<file path="config.mk">
export PLATFORM = sky130hd
export DESIGN_NAME = motorized_fader_controller_unit
export DESIGN_NICKNAME = d
export VERILOG_FILES = /design/src/hw/rtl/mfc_pkg.sv /design/src/hw/rtl/mfc_step.sv /design/src/hw/rtl/mfc_out_fifo.sv /design/src/hw/rtl/motorized_fader_controller_unit.sv
export SDC_FILE = /design/constraint.sdc
export NUM_CORES = 1
export LEC_CHECK = 0
export BUFFER_PORTS_ARGS = -buffer_cell sky130_fd_sc_hd__buf_2
export CORE_MARGIN = 4
export CORE_UTILIZATION = 40
export CTS_CLUSTER_SIZE = 16
export DETAILED_ROUTE_END_ITERATION = 10
export GPL_TIMING_DRIVEN = 0
export PLACE_DENSITY = 0.56
export RECOVER_POWER = 50
export SLEW_MARGIN = 20
export SYNTH_ARGS = -nofsm -noshare
export SYNTH_HDL_FRONTEND = slang
export SYNTH_SLANG_ARGS = --single-unit
</file>
<file path="constraint.sdc">
create_clock -name clk -period 11.8 [get_ports clk]
set_input_delay 1.18 -clock clk [delete_from_list [all_inputs] [get_ports clk]]
set_output_delay 1.18 -clock clk [all_outputs]
set_load 0.005 [all_outputs]
</file>
<file path="src/hw/rtl/mfc_pkg.sv">
// Shared types and constants for the motorized fader controller.
// No dependencies; used by every module of the block.
package mfc_pkg;

  localparam logic [1:0] ACT_SAMPLE = 2'd0;
  localparam logic [1:0] ACT_BYTE   = 2'd1;
  localparam logic [1:0] ACT_TOUCH  = 2'd2;

  localparam int CFG_IDX_W = 3;
  localparam logic [CFG_IDX_W-1:0] CFG_UPPER    = 3'd0;
  localparam logic [CFG_IDX_W-1:0] CFG_LOWER    = 3'd1;
  localparam logic [CFG_IDX_W-1:0] CFG_DEADBAND = 3'd2;
  localparam logic [CFG_IDX_W-1:0] CFG_SPEED    = 3'd3;
  localparam logic [CFG_IDX_W-1:0] CFG_STEP     = 3'd4;
  localparam logic [CFG_IDX_W-1:0] CFG_MARGIN   = 3'd5;
  localparam logic [CFG_IDX_W-1:0] CFG_CHANNEL  = 3'd6;

  localparam logic [15:0] UPPER_RST    = 16'd16383;
  localparam logic [15:0] LOWER_RST    = 16'd0;
  localparam logic [11:0] DEADBAND_RST = 12'd150;
  localparam logic [3:0]  SPEED_RST    = 4'd4;
  localparam logic [11:0] STEP_RST     = 12'd60;
  localparam logic [11:0] MARGIN_RST   = 12'd20;
  localparam logic [3:0]  CHANNEL_RST  = 4'd0;

  localparam logic [15:0] TARGET_RST   = 16'd11800;
  localparam logic [3:0]  SPEED_MAX    = 4'd10;
  localparam logic [3:0]  BEND_NIBBLE  = 4'hE;
  localparam logic [7:0]  STATUS_NOTE  = 8'h90;
  localparam logic [7:0]  STATUS_BEND  = 8'hE0;
  localparam logic [6:0]  NOTE_BASE    = 7'h18;
  localparam logic [6:0]  VEL_ON       = 7'h7F;
  localparam logic [6:0]  VEL_OFF      = 7'h00;
  localparam logic [15:0] REPORT_TOP   = 16'd16383;

  localparam int FIFO_DEPTH = 4;
  localparam int PTR_W      = 2;
  localparam int LVL_W      = 3;

  typedef struct packed {
    logic [15:0] upper_limit;
    logic [15:0] lower_limit;
    logic [11:0] deadband;
    logic [3:0]  move_speed;
    logic [11:0] report_step;
    logic [11:0] end_margin;
    logic [3:0]  midi_channel;
  } cfg_t;

  typedef struct packed {
    logic [1:0] action;
    logic [7:0] rx_byte;
    logic       touched;
  } item_t;

  typedef struct packed {
    logic [3:0] up_drive;
    logic [3:0] down_drive;
    logic       msg_valid;
    logic [7:0] msg_status;
    logic [6:0] msg_data1;
    logic [6:0] msg_data2;
    logic       last;
  } result_t;

endpackage

</file>
<file path="src/hw/rtl/mfc_step.sv">
// Controller state and single-step update: averaging, pitch-bend parser, motor
// and touch/report logic. Depends on mfc_pkg.
module mfc_step #(
  parameter int AVG_LEN = 16
) (
  input  logic                     clk,
  input  logic                     rst_n,
  input  logic                     fire,
  input  mfc_pkg::item_t           item,
  input  logic [33+$clog2(AVG_LEN)-1:0] inc,
  input  mfc_pkg::cfg_t            cfg,
  output mfc_pkg::result_t         res0,
  output mfc_pkg::result_t         res1,
  output logic                     two
);

  localparam int LG    = $clog2(AVG_LEN);
  localparam int SH    = 16 + 2 * LG;
  localparam int ACC_W = 33 + 2 * LG;
  localparam int CNT_W = (AVG_LEN > 1) ? $clog2(AVG_LEN) : 1;

  typedef enum logic [1:0] {M_BRAKE, M_UP, M_DOWN} mode_t;
  typedef enum logic [1:0] {P_STATUS, P_LOW, P_HIGH} phase_t;

  logic [ACC_W-1:0] acc_r, acc_nxt;
  logic [CNT_W-1:0] cnt_r, cnt_nxt;
  logic [15:0]      pos_r, pos_nxt;
  logic [15:0]      tgt_r, tgt_nxt;
  logic [13:0]      pend_tgt_r, pend_tgt_nxt;
  logic             pend_v_r, pend_v_nxt;
  phase_t           phase_r, phase_nxt;
  logic [6:0]       low_r, low_nxt;
  mode_t            mode_r, mode_nxt;
  logic             touch_r, touch_nxt;
  logic             touch_prev_r, touch_prev_nxt;
  logic [15:0]      lastrep_r, lastrep_nxt;

  logic [ACC_W-1:0] sum;
  logic [16:0]      pos17, tgt17, db17, lr17, st17, em17, up17, lo17;
  logic             stop, note_v, rep_v;
  logic [15:0]      rep;
  logic [3:0]       spd;
  mfc_pkg::result_t note_r, bend_r, empty_r;

  always_comb begin
    acc_nxt        = acc_r;
    cnt_nxt        = cnt_r;
    pos_nxt        = pos_r;
    tgt_nxt        = tgt_r;
    pend_tgt_nxt   = pend_tgt_r;
    pend_v_nxt     = pend_v_r;
    phase_nxt      = phase_r;
    low_nxt        = low_r;
    mode_nxt       = mode_r;
    touch_nxt      = touch_r;
    touch_prev_nxt = touch_prev_r;
    lastrep_nxt    = lastrep_r;
    sum            = acc_r + ACC_W'(inc);
    stop           = 1'b0;
    rep_v          = 1'b0;
    rep            = 16'd0;

    case (item.action)
      mfc_pkg::ACT_SAMPLE: begin
        if (cnt_r == CNT_W'(AVG_LEN - 1)) begin
          pos_nxt = sum[SH +: 16];
          acc_nxt = '0;
          cnt_nxt = '0;
        end else begin
          acc_nxt = sum;
          cnt_nxt = cnt_r + CNT_W'(1);
        end
      end
      mfc_pkg::ACT_BYTE: begin
        case (phase_r)
          P_STATUS: begin
            if (item.rx_byte[7:4] == mfc_pkg::BEND_NIBBLE) phase_nxt = P_LOW;
          end
          P_LOW: begin
            low_nxt   = item.rx_byte[6:0];
            phase_nxt = P_HIGH;
          end
          default: begin
            phase_nxt = P_STATUS;
            if (mode_r != M_BRAKE) begin
              pend_tgt_nxt = {item.rx_byte[6:0], low_r};
              pend_v_nxt   = 1'b1;
            end else if (!touch_r) begin
              tgt_nxt = {2'b00, item.rx_byte[6:0], low_r};
            end
          end
        endcase
      end
      mfc_pkg::ACT_TOUCH: begin
        touch_nxt = item.touched;
      end
      default: begin
      end
    endcase

    pos17 = {1'b0, pos_nxt};
    db17  = 17'(cfg.deadband);
    lr17  = {1'b0, lastrep_r};
    st17  = 17'(cfg.report_step);
    em17  = 17'(cfg.end_margin);
    up17  = {1'b0, cfg.upper_limit};
    lo17  = {1'b0, cfg.lower_limit};

    // stop check on a running motor
    tgt17 = {1'b0, tgt_nxt};
    if (mode_r != M_BRAKE) begin
      stop = (mode_r == M_UP) ? (pos17 + db17 >= tgt17) : (pos17 <= tgt17 + db17);
      if (stop) begin
        mode_nxt   = M_BRAKE;
        tgt_nxt    = (pend_v_nxt && !touch_nxt) ? {2'b00, pend_tgt_nxt} : pos_nxt;
        pend_v_nxt = 1'b0;
      end
    end

    // start check on a braked motor
    tgt17 = {1'b0, tgt_nxt};
    if (mode_nxt == M_BRAKE && !touch_nxt) begin
      if (tgt17 > pos17 + db17 && tgt_nxt < cfg.upper_limit) begin
        mode_nxt = M_UP;
      end else if (tgt17 + db17 < pos17 && tgt_nxt > cfg.lower_limit) begin
        mode_nxt = M_DOWN;
      end
    end

    note_v         = touch_nxt != touch_prev_r;
    touch_prev_nxt = touch_nxt;

    if (touch_nxt && (pos17 >= lr17 + st17 || pos17 + st17 <= lr17)) begin
      rep_v       = 1'b1;
      tgt_nxt     = pos_nxt;
      lastrep_nxt = pos_nxt;
      rep         = pos_nxt;
      if (pos17 + em17 >= up17) rep = mfc_pkg::REPORT_TOP;
      if (pos17 <= lo17 + em17) rep = 16'd0;
    end

    spd = (cfg.move_speed > mfc_pkg::SPEED_MAX) ? mfc_pkg::SPEED_MAX : cfg.move_speed;

    empty_r            = '0;
    empty_r.up_drive   = (mode_nxt == M_UP) ? spd : 4'd0;
    empty_r.down_drive = (mode_nxt == M_DOWN) ? spd : 4'd0;

    note_r            = empty_r;
    note_r.msg_valid  = 1'b1;
    note_r.msg_status = mfc_pkg::STATUS_NOTE;
    note_r.msg_data1  = mfc_pkg::NOTE_BASE + 7'(cfg.midi_channel);
    note_r.msg_data2  = touch_nxt ? mfc_pkg::VEL_ON : mfc_pkg::VEL_OFF;

    bend_r            = empty_r;
    bend_r.msg_valid  = 1'b1;
    bend_r.msg_status = mfc_pkg::STATUS_BEND + 8'(cfg.midi_channel);
    bend_r.msg_data1  = rep[6:0];
    bend_r.msg_data2  = rep[13:7];
    bend_r.last       = 1'b1;

    empty_r.last = 1'b1;

    two = note_v && rep_v;
    if (note_v) begin
      res0      = note_r;
      res0.last = !rep_v;
    end else if (rep_v) begin
      res0 = bend_r;
    end else begin
      res0 = empty_r;
    end
    res1 = bend_r;
  end

  always_ff @(posedge clk) begin
    if (!rst_n) begin
      acc_r        <= '0;
      cnt_r        <= '0;
      pos_r        <= 16'd0;
      tgt_r        <= mfc_pkg::TARGET_RST;
      pend_tgt_r   <= 14'd0;
      pend_v_r     <= 1'b0;
      phase_r      <= P_STATUS;
      low_r        <= 7'd0;
      mode_r       <= M_BRAKE;
      touch_r      <= 1'b0;
      touch_prev_r <= 1'b0;
      lastrep_r    <= 16'd0;
    end else if (fire) begin
      acc_r        <= acc_nxt;
      cnt_r        <= cnt_nxt;
      pos_r        <= pos_nxt;
      tgt_r        <= tgt_nxt;
      pend_tgt_r   <= pend_tgt_nxt;
      pend_v_r     <= pend_v_nxt;
      phase_r      <= phase_nxt;
      low_r        <= low_nxt;
      mode_r       <= mode_nxt;
      touch_r      <= touch_nxt;
      touch_prev_r <= touch_prev_nxt;
      lastrep_r    <= lastrep_nxt;
    end
  end

endmodule

</file>
<file path="src/hw/rtl/mfc_out_fifo.sv">
// Four-entry result queue taking up to two results per cycle, one out.
// Depends on mfc_pkg.
module mfc_out_fifo (
  input  logic                       clk,
  input  logic                       rst_n,
  input  logic [1:0]                 push_n,
  input  mfc_pkg::result_t           wr0,
  input  mfc_pkg::result_t           wr1,
  input  logic                       pop,
  output mfc_pkg::result_t           head,
  output logic [mfc_pkg::LVL_W-1:0]  level
);

  mfc_pkg::result_t                mem_r [mfc_pkg::FIFO_DEPTH];
  logic [mfc_pkg::PTR_W-1:0]       wr_ptr_r, rd_ptr_r;
  logic [mfc_pkg::LVL_W-1:0]       level_r;

  always_ff @(posedge clk) begin
    if (push_n != 2'd0) mem_r[wr_ptr_r] <= wr0;
    if (push_n == 2'd2) mem_r[wr_ptr_r + mfc_pkg::PTR_W'(1)] <= wr1;
  end

  always_ff @(posedge clk) begin
    if (!rst_n) begin
      wr_ptr_r <= '0;
      rd_ptr_r <= '0;
      level_r  <= '0;
    end else begin
      wr_ptr_r <= wr_ptr_r + mfc_pkg::PTR_W'(push_n);
      rd_ptr_r <= rd_ptr_r + mfc_pkg::PTR_W'(pop);
      level_r  <= level_r + mfc_pkg::LVL_W'(push_n) - mfc_pkg::LVL_W'(pop);
    end
  end

  assign head  = mem_r[rd_ptr_r];
  assign level = level_r;

endmodule

</file>
<file path="src/hw/rtl/motorized_fader_controller_unit.sv">
// Motorized fader controller, top level. Depends on mfc_pkg, mfc_step and
// mfc_out_fifo.
//
// One input transfer is taken per cycle. Each transfer passes an input register
// (where the ADC sample is scaled for the block average) and is then applied to
// the controller state, giving one or two result transfers into a four-entry
// queue whose head drives the output. The sustained rate is one item per cycle
// while each item gives one result and the output is not stalled; an item that
// gives two results (touch edge plus position report) pushes both into the
// queue together, and input stalls only while the queue holds three or more.
// Configuration writes take effect at once and should be made while idle.
module motorized_fader_controller_unit #(
  parameter int AVG_LEN = 16
) (
  input  logic                            clk,
  input  logic                            rst_n,
  input  logic                            cfg_we,
  input  logic [mfc_pkg::CFG_IDX_W-1:0]   cfg_index,
  input  logic [15:0]                     cfg_data,
  input  logic                            in_valid,
  output logic                            in_ready,
  input  logic [1:0]                      in_action,
  input  logic [15:0]                     in_adc_sample,
  input  logic [7:0]                      in_rx_byte,
  input  logic                            in_touched,
  output logic                            out_valid,
  input  logic                            out_ready,
  output logic [3:0]                      out_up_drive,
  output logic [3:0]                      out_down_drive,
  output logic                            out_msg_valid,
  output logic [7:0]                      out_msg_status,
  output logic [6:0]                      out_msg_data1,
  output logic [6:0]                      out_msg_data2,
  output logic                            out_last
);

  localparam int LG    = $clog2(AVG_LEN);
  localparam int SH    = 16 + 2 * LG;
  localparam int MUL_W = 17 + LG;
  localparam int INC_W = 33 + LG;
  localparam logic [MUL_W-1:0] MUL =
    MUL_W'(((64'd1 << SH) + 64'(AVG_LEN) - 64'd1) / 64'(AVG_LEN));

  mfc_pkg::cfg_t      cfg_r;
  logic               s1_v_r;
  mfc_pkg::item_t     s1_item_r;
  logic [INC_W-1:0]   s1_inc_r;
  logic               s1_fire;
  mfc_pkg::result_t   res0, res1, head;
  logic               two;
  logic [1:0]         push_n;
  logic [mfc_pkg::LVL_W-1:0] level;

  always_ff @(posedge clk) begin
    if (!rst_n) begin
      cfg_r.upper_limit  <= mfc_pkg::UPPER_RST;
      cfg_r.lower_limit  <= mfc_pkg::LOWER_RST;
      cfg_r.deadband     <= mfc_pkg::DEADBAND_RST;
      cfg_r.move_speed   <= mfc_pkg::SPEED_RST;
      cfg_r.report_step  <= mfc_pkg::STEP_RST;
      cfg_r.end_margin   <= mfc_pkg::MARGIN_RST;
      cfg_r.midi_channel <= mfc_pkg::CHANNEL_RST;
    end else if (cfg_we) begin
      case (cfg_index)
        mfc_pkg::CFG_UPPER:    cfg_r.upper_limit  <= cfg_data;
        mfc_pkg::CFG_LOWER:    cfg_r.lower_limit  <= cfg_data;
        mfc_pkg::CFG_DEADBAND: cfg_r.deadband     <= cfg_data[11:0];
        mfc_pkg::CFG_SPEED:    cfg_r.move_speed   <= cfg_data[3:0];
        mfc_pkg::CFG_STEP:     cfg_r.report_step  <= cfg_data[11:0];
        mfc_pkg::CFG_MARGIN:   cfg_r.end_margin   <= cfg_data[11:0];
        mfc_pkg::CFG_CHANNEL:  cfg_r.midi_channel <= cfg_data[3:0];
        default: begin
        end
      endcase
    end
  end

  // input register; the sample is pre-scaled by the reciprocal of AVG_LEN
  assign s1_fire  = s1_v_r && (level <= mfc_pkg::LVL_W'(2));
  assign in_ready = !s1_v_r || s1_fire;

  always_ff @(posedge clk) begin
    if (!rst_n) begin
      s1_v_r <= 1'b0;
    end else if (in_valid && in_ready) begin
      s1_v_r <= 1'b1;
    end else if (s1_fire) begin
      s1_v_r <= 1'b0;
    end
  end

  always_ff @(posedge clk) begin
    if (in_valid && in_ready) begin
      s1_item_r.action  <= in_action;
      s1_item_r.rx_byte <= in_rx_byte;
      s1_item_r.touched <= in_touched;
      s1_inc_r          <= INC_W'(in_adc_sample) * INC_W'(MUL);
    end
  end

  mfc_step #(
    .AVG_LEN (AVG_LEN)
  ) u_step (
    .clk   (clk),
    .rst_n (rst_n),
    .fire  (s1_fire),
    .item  (s1_item_r),
    .inc   (s1_inc_r),
    .cfg   (cfg_r),
    .res0  (res0),
    .res1  (res1),
    .two   (two)
  );

  assign push_n = s1_fire ? (two ? 2'd2 : 2'd1) : 2'd0;

  mfc_out_fifo u_fifo (
    .clk    (clk),
    .rst_n  (rst_n),
    .push_n (push_n),
    .wr0    (res0),
    .wr1    (res1),
    .pop    (out_valid && out_ready),
    .head   (head),
    .level  (level)
  );

  assign out_valid      = level != '0;
  assign out_up_drive   = head.up_drive;
  assign out_down_drive = head.down_drive;
  assign out_msg_valid  = head.msg_valid;
  assign out_msg_status = head.msg_status;
  assign out_msg_data1  = head.msg_data1;
  assign out_msg_data2  = head.msg_data2;
  assign out_last       = head.last;

endmodule

</file>
* Word level (Yosys, flattened, before mapping)
Memories as Yosys holds them, arrays and structs flattened. A register that Yosys moved wholly into a read port is not among the register bits.
Cells that the tools add are included.
** Cells by class
- $add $sub $neg :: 16
- Multiply operators :: 0
- Divide/modulo/power cells :: 0
- Magnitude comparators :: 12
- Equal/unequal tests :: 17
- Shifts and indexed selects :: 0
- Muxes and demuxes :: 48
- Bitwise logic cells :: 0
- Reductions and logical operators :: 34
** Operator list (count)
- $mux 16 :: 10
- $add 16x12->17 :: 7
- $mux 14 :: 6
- $mux 24 :: 2
- $add 41x36->41 :: 1
- $mux 41 :: 1
- $ge 17x16->1 :: 2
- $le 16x17->1 :: 2
- $mux 2 :: 9
- $reduce_and 2->1 :: 9
- $ge 16x17->1 :: 1
- $gt 16x17->1 :: 1
- $le 17x16->1 :: 1
- $lt 17x16->1 :: 1
- $gt 16x16->1 :: 1
- $lt 16x16->1 :: 1
- $mux 4 :: 4
- $mux 1 :: 14
- $eq 3x3->1 const B :: 3
- $logic_and 1x1->1 :: 9
- $eq 2x1->1 const B :: 4
- $eq 4x4->1 const B :: 2
- $add 6x5->7 const A :: 1
- $mux 7 :: 1
- other kinds (23) :: 34
** Word-level totals
- Register bits :: 231
- Bits in latches :: 0
- Bits in writable memories :: 128
- ROM bits :: 0
- Output and inout bits :: 34
- Word-level logic and storage cells :: 154
- Memories kept :: 1
** Memory list
- u_fifo.mem_r :: words 4, width 32, rd ports 1, clocked after Yosys merged registers in 1, wr ports 2, line mfc_out_fifo.sv:14 : mfc_pkg::result_t mem_r [mfc_pkg::FIFO_DEPTH];

* Depth between registers and ports, before layout
- Depth in word-level cells :: 17
- Depth in mapped cells :: 48

* Hierarchy
From an unflattened synthesis, not the netlist that was laid out.
** Second synthesis, totals
- Cells, all modules :: 2728
- Area total of the unflattened synthesis :: 26469.1 um^2
** By module, submodules not included
- mfc_step :: times used 1, cells each 2042, area each 15787.6 um^2, sequential area each 2382.3 um^2
- mfc_out_fifo :: times used 1, cells each 352, area each 6764.0 um^2, sequential area each 3983.8 um^2
- motorized_fader_controller_unit :: times used 1, cells each 334, area each 3917.5 um^2, sequential area each 2352.3 um^2

* Worst setup path before layout
OpenSTA, ideal clock, no wires.
- Path type :: register -> register
- Start point :: reg u_step.cnt_r[0]
- End point :: mem u_fifo.mem_r[1][24] (netlist name) (data pin)
- Arrival :: 9.870 ns
- Data required time :: 11.643 ns
- Setup slack :: 1.772 ns
- Cell stages (with the launch flop) :: 46
- Period minus slack after synthesis :: 10.028 ns
- Path through :: dfxtp_1 ha_1 nand3_1 or3_1 clkbuf_1 clkbuf_1 and2_1 a31oi_1 inv_1 ha_1 fa_1 a21o_1 a21oi_1 o211ai_1 a41oi_1 o21ai_0 xnor2_1 ha_1 [... 10 more ...] a21o_1 a21oi_1 o21bai_1 a21oi_1 o21ai_0 a21oi_1 nor2b_1 o21a_1 o41a_1 nand2_1 xnor2_1 ha_1 a21o_1 a2111oi_0 nor4b_1 a32oi_1 buf_2 nor3_1
** RTL lines
- from (decl) :: line mfc_step.sv:26 : logic [CNT_W-1:0] cnt_r, cnt_nxt;
- from (signal assigned) :: line mfc_step.sv:191 : cnt_r <= cnt_nxt;
- to (decl) :: line mfc_out_fifo.sv:14

==> flow_summary.json <==
{
  "syn_to_final_growth_pct": 13.36,
  "crit_buf_inv": 4,
  "fin_cells": 3399,
  "seq_power_share_pct": 30.6,
  "numCtsBuffers": 40,
  "post_synth_and_or_nand_nor_area_fraction_pct": 15.51,
  "synth_top_flop_cell": "dfxtp_1",
  "drtPass1Iterations": 5,
  "hold_violations": 0,
  "grt_max_degree": 30,
  "finalSetupViolCount": 0,
  "cp_top_family": "compound AO/OA/AOI/OAI gates",
  "path_clk_slew_ns": 0.06,
  "synth.area.mux_share_pct": 5.848,
  "fin_crit_sh_pct": 96.10,
  "grt_use_met2_pct": 40.41,
  "syn_nets": 2808,
  "slew_viol_final": 28,
  "globalRouteMet3Util_pct": 3.572,
  "synth_compound_area_share_pct": 19.31,
  "worstMarginPinSlew_ns": 1.711,
  "ant_nets": 0,
  "use_met1_pct": 32.64,
  "antenna_found_initial": 1,
  "grt.busiest_layer": "met2",
  "path_max_fanout": 10,
  "synth_top_family_by_area": "compound AO/OA/AOI/OAI gates",
  "fin_crit_ns": 11.34,
  "worstSetupPathType": "reg -> reg",
  "r2r-end": "u_fifo.mem_r[1][26]$_DFFE_PP_",
  "syn_inst": 2482,
  "hold_buffers": 0,
  "vias": 19392,
  "finalPower_uw": 4359,
  "start_kind": "flip-flop",
  "failed_checks": "max-capacitance violations, max-slew violations",
  "mostFrequentLayoutCells": "nand2_1, ha_1, a21oi_1",
  "htreeDepth": 2,
  "power_leakage_uw": 0.01053,
  "switchingPower_uw": 1632,
  "yosysUniqueCellTypes": 83,
  "viasPerCell": 5.705,
  "core_area_um2": 55310,
  "rr_worst_depth": 42,
  "worstReg2RegStart": "s1_inc_r[21]$_DFFE_PP_",
  "cts_tree": "built",
  "p_clk_share_pct": 29.6,
  "power_density_nw_per_um2": 171.7,
  "cp_slowest_stage_delay_ns": 0.51,
  "synth_edf_count": 131,
  "grt_pass1_vias": 18793,
  "overflow": 0,
  "fmax_mhz": 88.18,
  "io_pins": 85,
  "finalWirelength_mm": 75.01,
  "gp_congestion": 0.9420,
  "hold_end": "u_fifo.mem_r[2][21]$_SDFFE_PP1P_",
  "ys_async_sr_fraction_pct": 0,
  "yosysWarnings": 0,
  "reg2reg_setup_slack_ns": 0.46,
  "layout-drive-gt1-share_pct": 9.544,
  "wire_per_inst_um": 22.07,
  "dieArea_um2": 59850,
  "die_h_um": 244.6,
  "cts_sinks": 330,
  "hold_depth": 1,
  "status": "finished, violations left",
  "drc_errors": 0,
  "hp-class": "reg -> reg",
  "crit_slowest_cell": "a21oi_2",
  "diodes": 0,
  "whs_ns": 0.4489,
  "peakVddDrop_mv": 0.09927,
  "start_util_pct": 40.50,
  "p_sw_share_pct": 37.43,
  "row_count": 86,
  "synthXorXnorAreaFrac_pct": 4.184,
  "dp_cells": 3315,
  "synth_seq_area_share_pct": 35.35,
  "avgSynthCellArea_um2": 9.025,
  "relSlewSlack_pct": -14.15,
  "crit_required_ns": 12.21,
  "worstPathArrival_ns": 11.75,
  "end_kind": "flip-flop",
  "synthAdderAreaFrac_pct": 15.66,
  "cts-root-buf": "clkbuf_16",
  "cp_common_cell": "ha_1",
  "dp.final_hpwl_mm": 56.82,
  "netlist_area_um2": 22400,
  "layout.cells.most_common": "nand2_1",
  "track_usage_pct": 24.30,
  "fin_setup_tns_ns": 0,
  "clkLatencyLatePin_ns": 0.56,
  "ys_ff_latch": 330,
  "min-delay-start": "u_fifo.mem_r[2][21]$_SDFFE_PP1P_",
  "die_w_um": 244.6,
  "grt_first_pass_wirelength_mm": 112.7,
  "cts_max_path_buffers": 3,
  "nets": 2945,
  "worst_clock_skew_ns": 0.01515,
  "power.internal_uw": 2727,
  "drt_iter0_drc": 1546,
  "combPwrFrac_pct": 39.8,
  "cap_violations": 1,
  "numPortBuffers": 83
}
[through the flow]
step | worst slack [ns] | instance area [um^2] | util (%)
after global routing | -0.006462 | 25390 | 45.91
after floorplan | 1.772 | 22400 | -
after global placement | -2.871 | 23750 | 42.94
final | 0.4598 | 25390 | 45.91
after detailed placement | -1.555 | 23790 | 43.01
after CTS | 0.03229 | 25260 | 45.67
[power by group through the flow]
stage	logic, uW	registers (uW)	clock network, uW
3_3_place_gp	1620	1350	0
5_1_grt	1900	1340	1360
3_5_place_dp	1660	1350	0
4_1_cts	1700	1330	1310
2_1_floorplan	1160	1330	0
6_report	1740	1330	1290
[state kept, by name, indices dropped and copies added (netlist names)]
| register | flops |
|---|---|
| cfg_r | 76 |
| s1_inc_r | 16 |
| s1_item_r | 11 |
| s1_v_r | 1 |
| u_fifo.level | 3 |
| u_fifo.mem_r | 120 |
| u_fifo.rd_ptr_r | 2 |
| u_fifo.wr_ptr_r | 2 |
| u_step.acc_r | 20 |
| u_step.cnt_r | 4 |
| u_step.lastrep_r | 16 |
| u_step.low_r | 7 |
| u_step.mode_r | 2 |
| u_step.pend_tgt_r | 14 |
| u_step.pend_v_r | 1 |
| u_step.phase_r | 2 |
| u_step.pos_r | 16 |
| u_step.tgt_r | 16 |
| u_step.touch_r | 1 |
[worst max-delay path by stage]
| stage | startpoint | end | slack (ns) | cells after the start |
|---|---|---|---|---|
| after floorplan | u_step.cnt_r[0]$_SDFFE_PN0P_ | u_fifo.mem_r[1][24]$_DFFE_PP_ | 1.77 | 45 |
| after global placement | u_step.cnt_r[0]$_SDFFE_PN0P_ | u_fifo.mem_r[1][25]$_DFFE_PP_ | -2.87 | 45 |
| after detailed placement | u_step.cnt_r[0]$_SDFFE_PN0P_ | u_fifo.mem_r[1][25]$_DFFE_PP_ | -1.56 | 42 |
| after CTS | s1_inc_r[20]$_DFFE_PP_ | u_fifo.mem_r[1][25]$_DFFE_PP_ | 0.03 | 45 |
| after global routing | s1_inc_r[20]$_DFFE_PP_ | u_fifo.mem_r[1][24]$_DFFE_PP_ | -0.006 | 43 |
| final | s1_inc_r[21]$_DFFE_PP_ | u_fifo.mem_r[1][26]$_DFFE_PP_ | 0.46 | 42 |
[layer usage]
metal / up-vias / wire (um)
met5: - / 13
met3: 120 / 4476
met1: 9344 / 33050
li1: 9301 / -
met4: 2 / 2604
met2: 625 / 34870
[synthesized netlist by cell type (11+ instances only)]
library cell / instances / area [um^2]
ha_1: 266 / 3328
nand3_1: 54 / 270.3
xnor2_1: 78 / 683.2
mux4_2: 30 / 675.7
nand2_1: 318 / 1194
nand2b_1: 18 / 112.6
o22ai_1: 15 / 93.84
nor2_1: 188 / 705.7
a21oi_1: 234 / 1171
a21o_1: 67 / 503.0
o21ai_0: 108 / 540.5
dfxtp_1: 199 / 3984
nor2b_1: 30 / 187.7
a211oi_1: 40 / 300.3
edfxtp_1: 131 / 3934
nand4_1: 19 / 118.9
nor3_1: 49 / 245.2
o21a_1: 32 / 240.2
inv_1: 139 / 521.8
a31oi_1: 11 / 68.82
clkbuf_1: 74 / 277.8
and3_1: 18 / 112.6
o31ai_1: 19 / 142.6
o21bai_1: 20 / 150.1
a22oi_1: 15 / 112.6
o211ai_1: 27 / 202.7
and2_1: 28 / 175.2
mux2i_1: 54 / 540.5
xor2_1: 29 / 254.0
[final cells by class]
cell class	count	area, um^2
Buffer	92	385.4
Clock buffer	56	1154
Clock inverter	18	205.2
Fill cell	5486	29910
Inverter	143	556.8
Multi-Input combinational cell	1915	13740
Sequential cell	330	7918
Tap cell	748	935.9
Timing Repair Buffer	97	496.7
[kinds of logic (layout without fill, tap and decap cells)]
kind of cell	count (synthesis)	after routing
and+or+nand+nor	765	765
AOI/OAI and AO/OA	676	676
DFF	330	330
adders and majority gates	275	275
buffers and inverters	237	406
xor gates and xnor gates	107	107
muxes	92	92
[what timing repair did]
action                                 in CTS  in global routing
endpoints found under the hold margin       0                  0
setup endpoints to repair                  32                 33
gates cloned                                0                  0
buffers inserted                            2                 10
resized for setup                          22                 27
No activity file was read; power rests on OpenSTA's default activity.
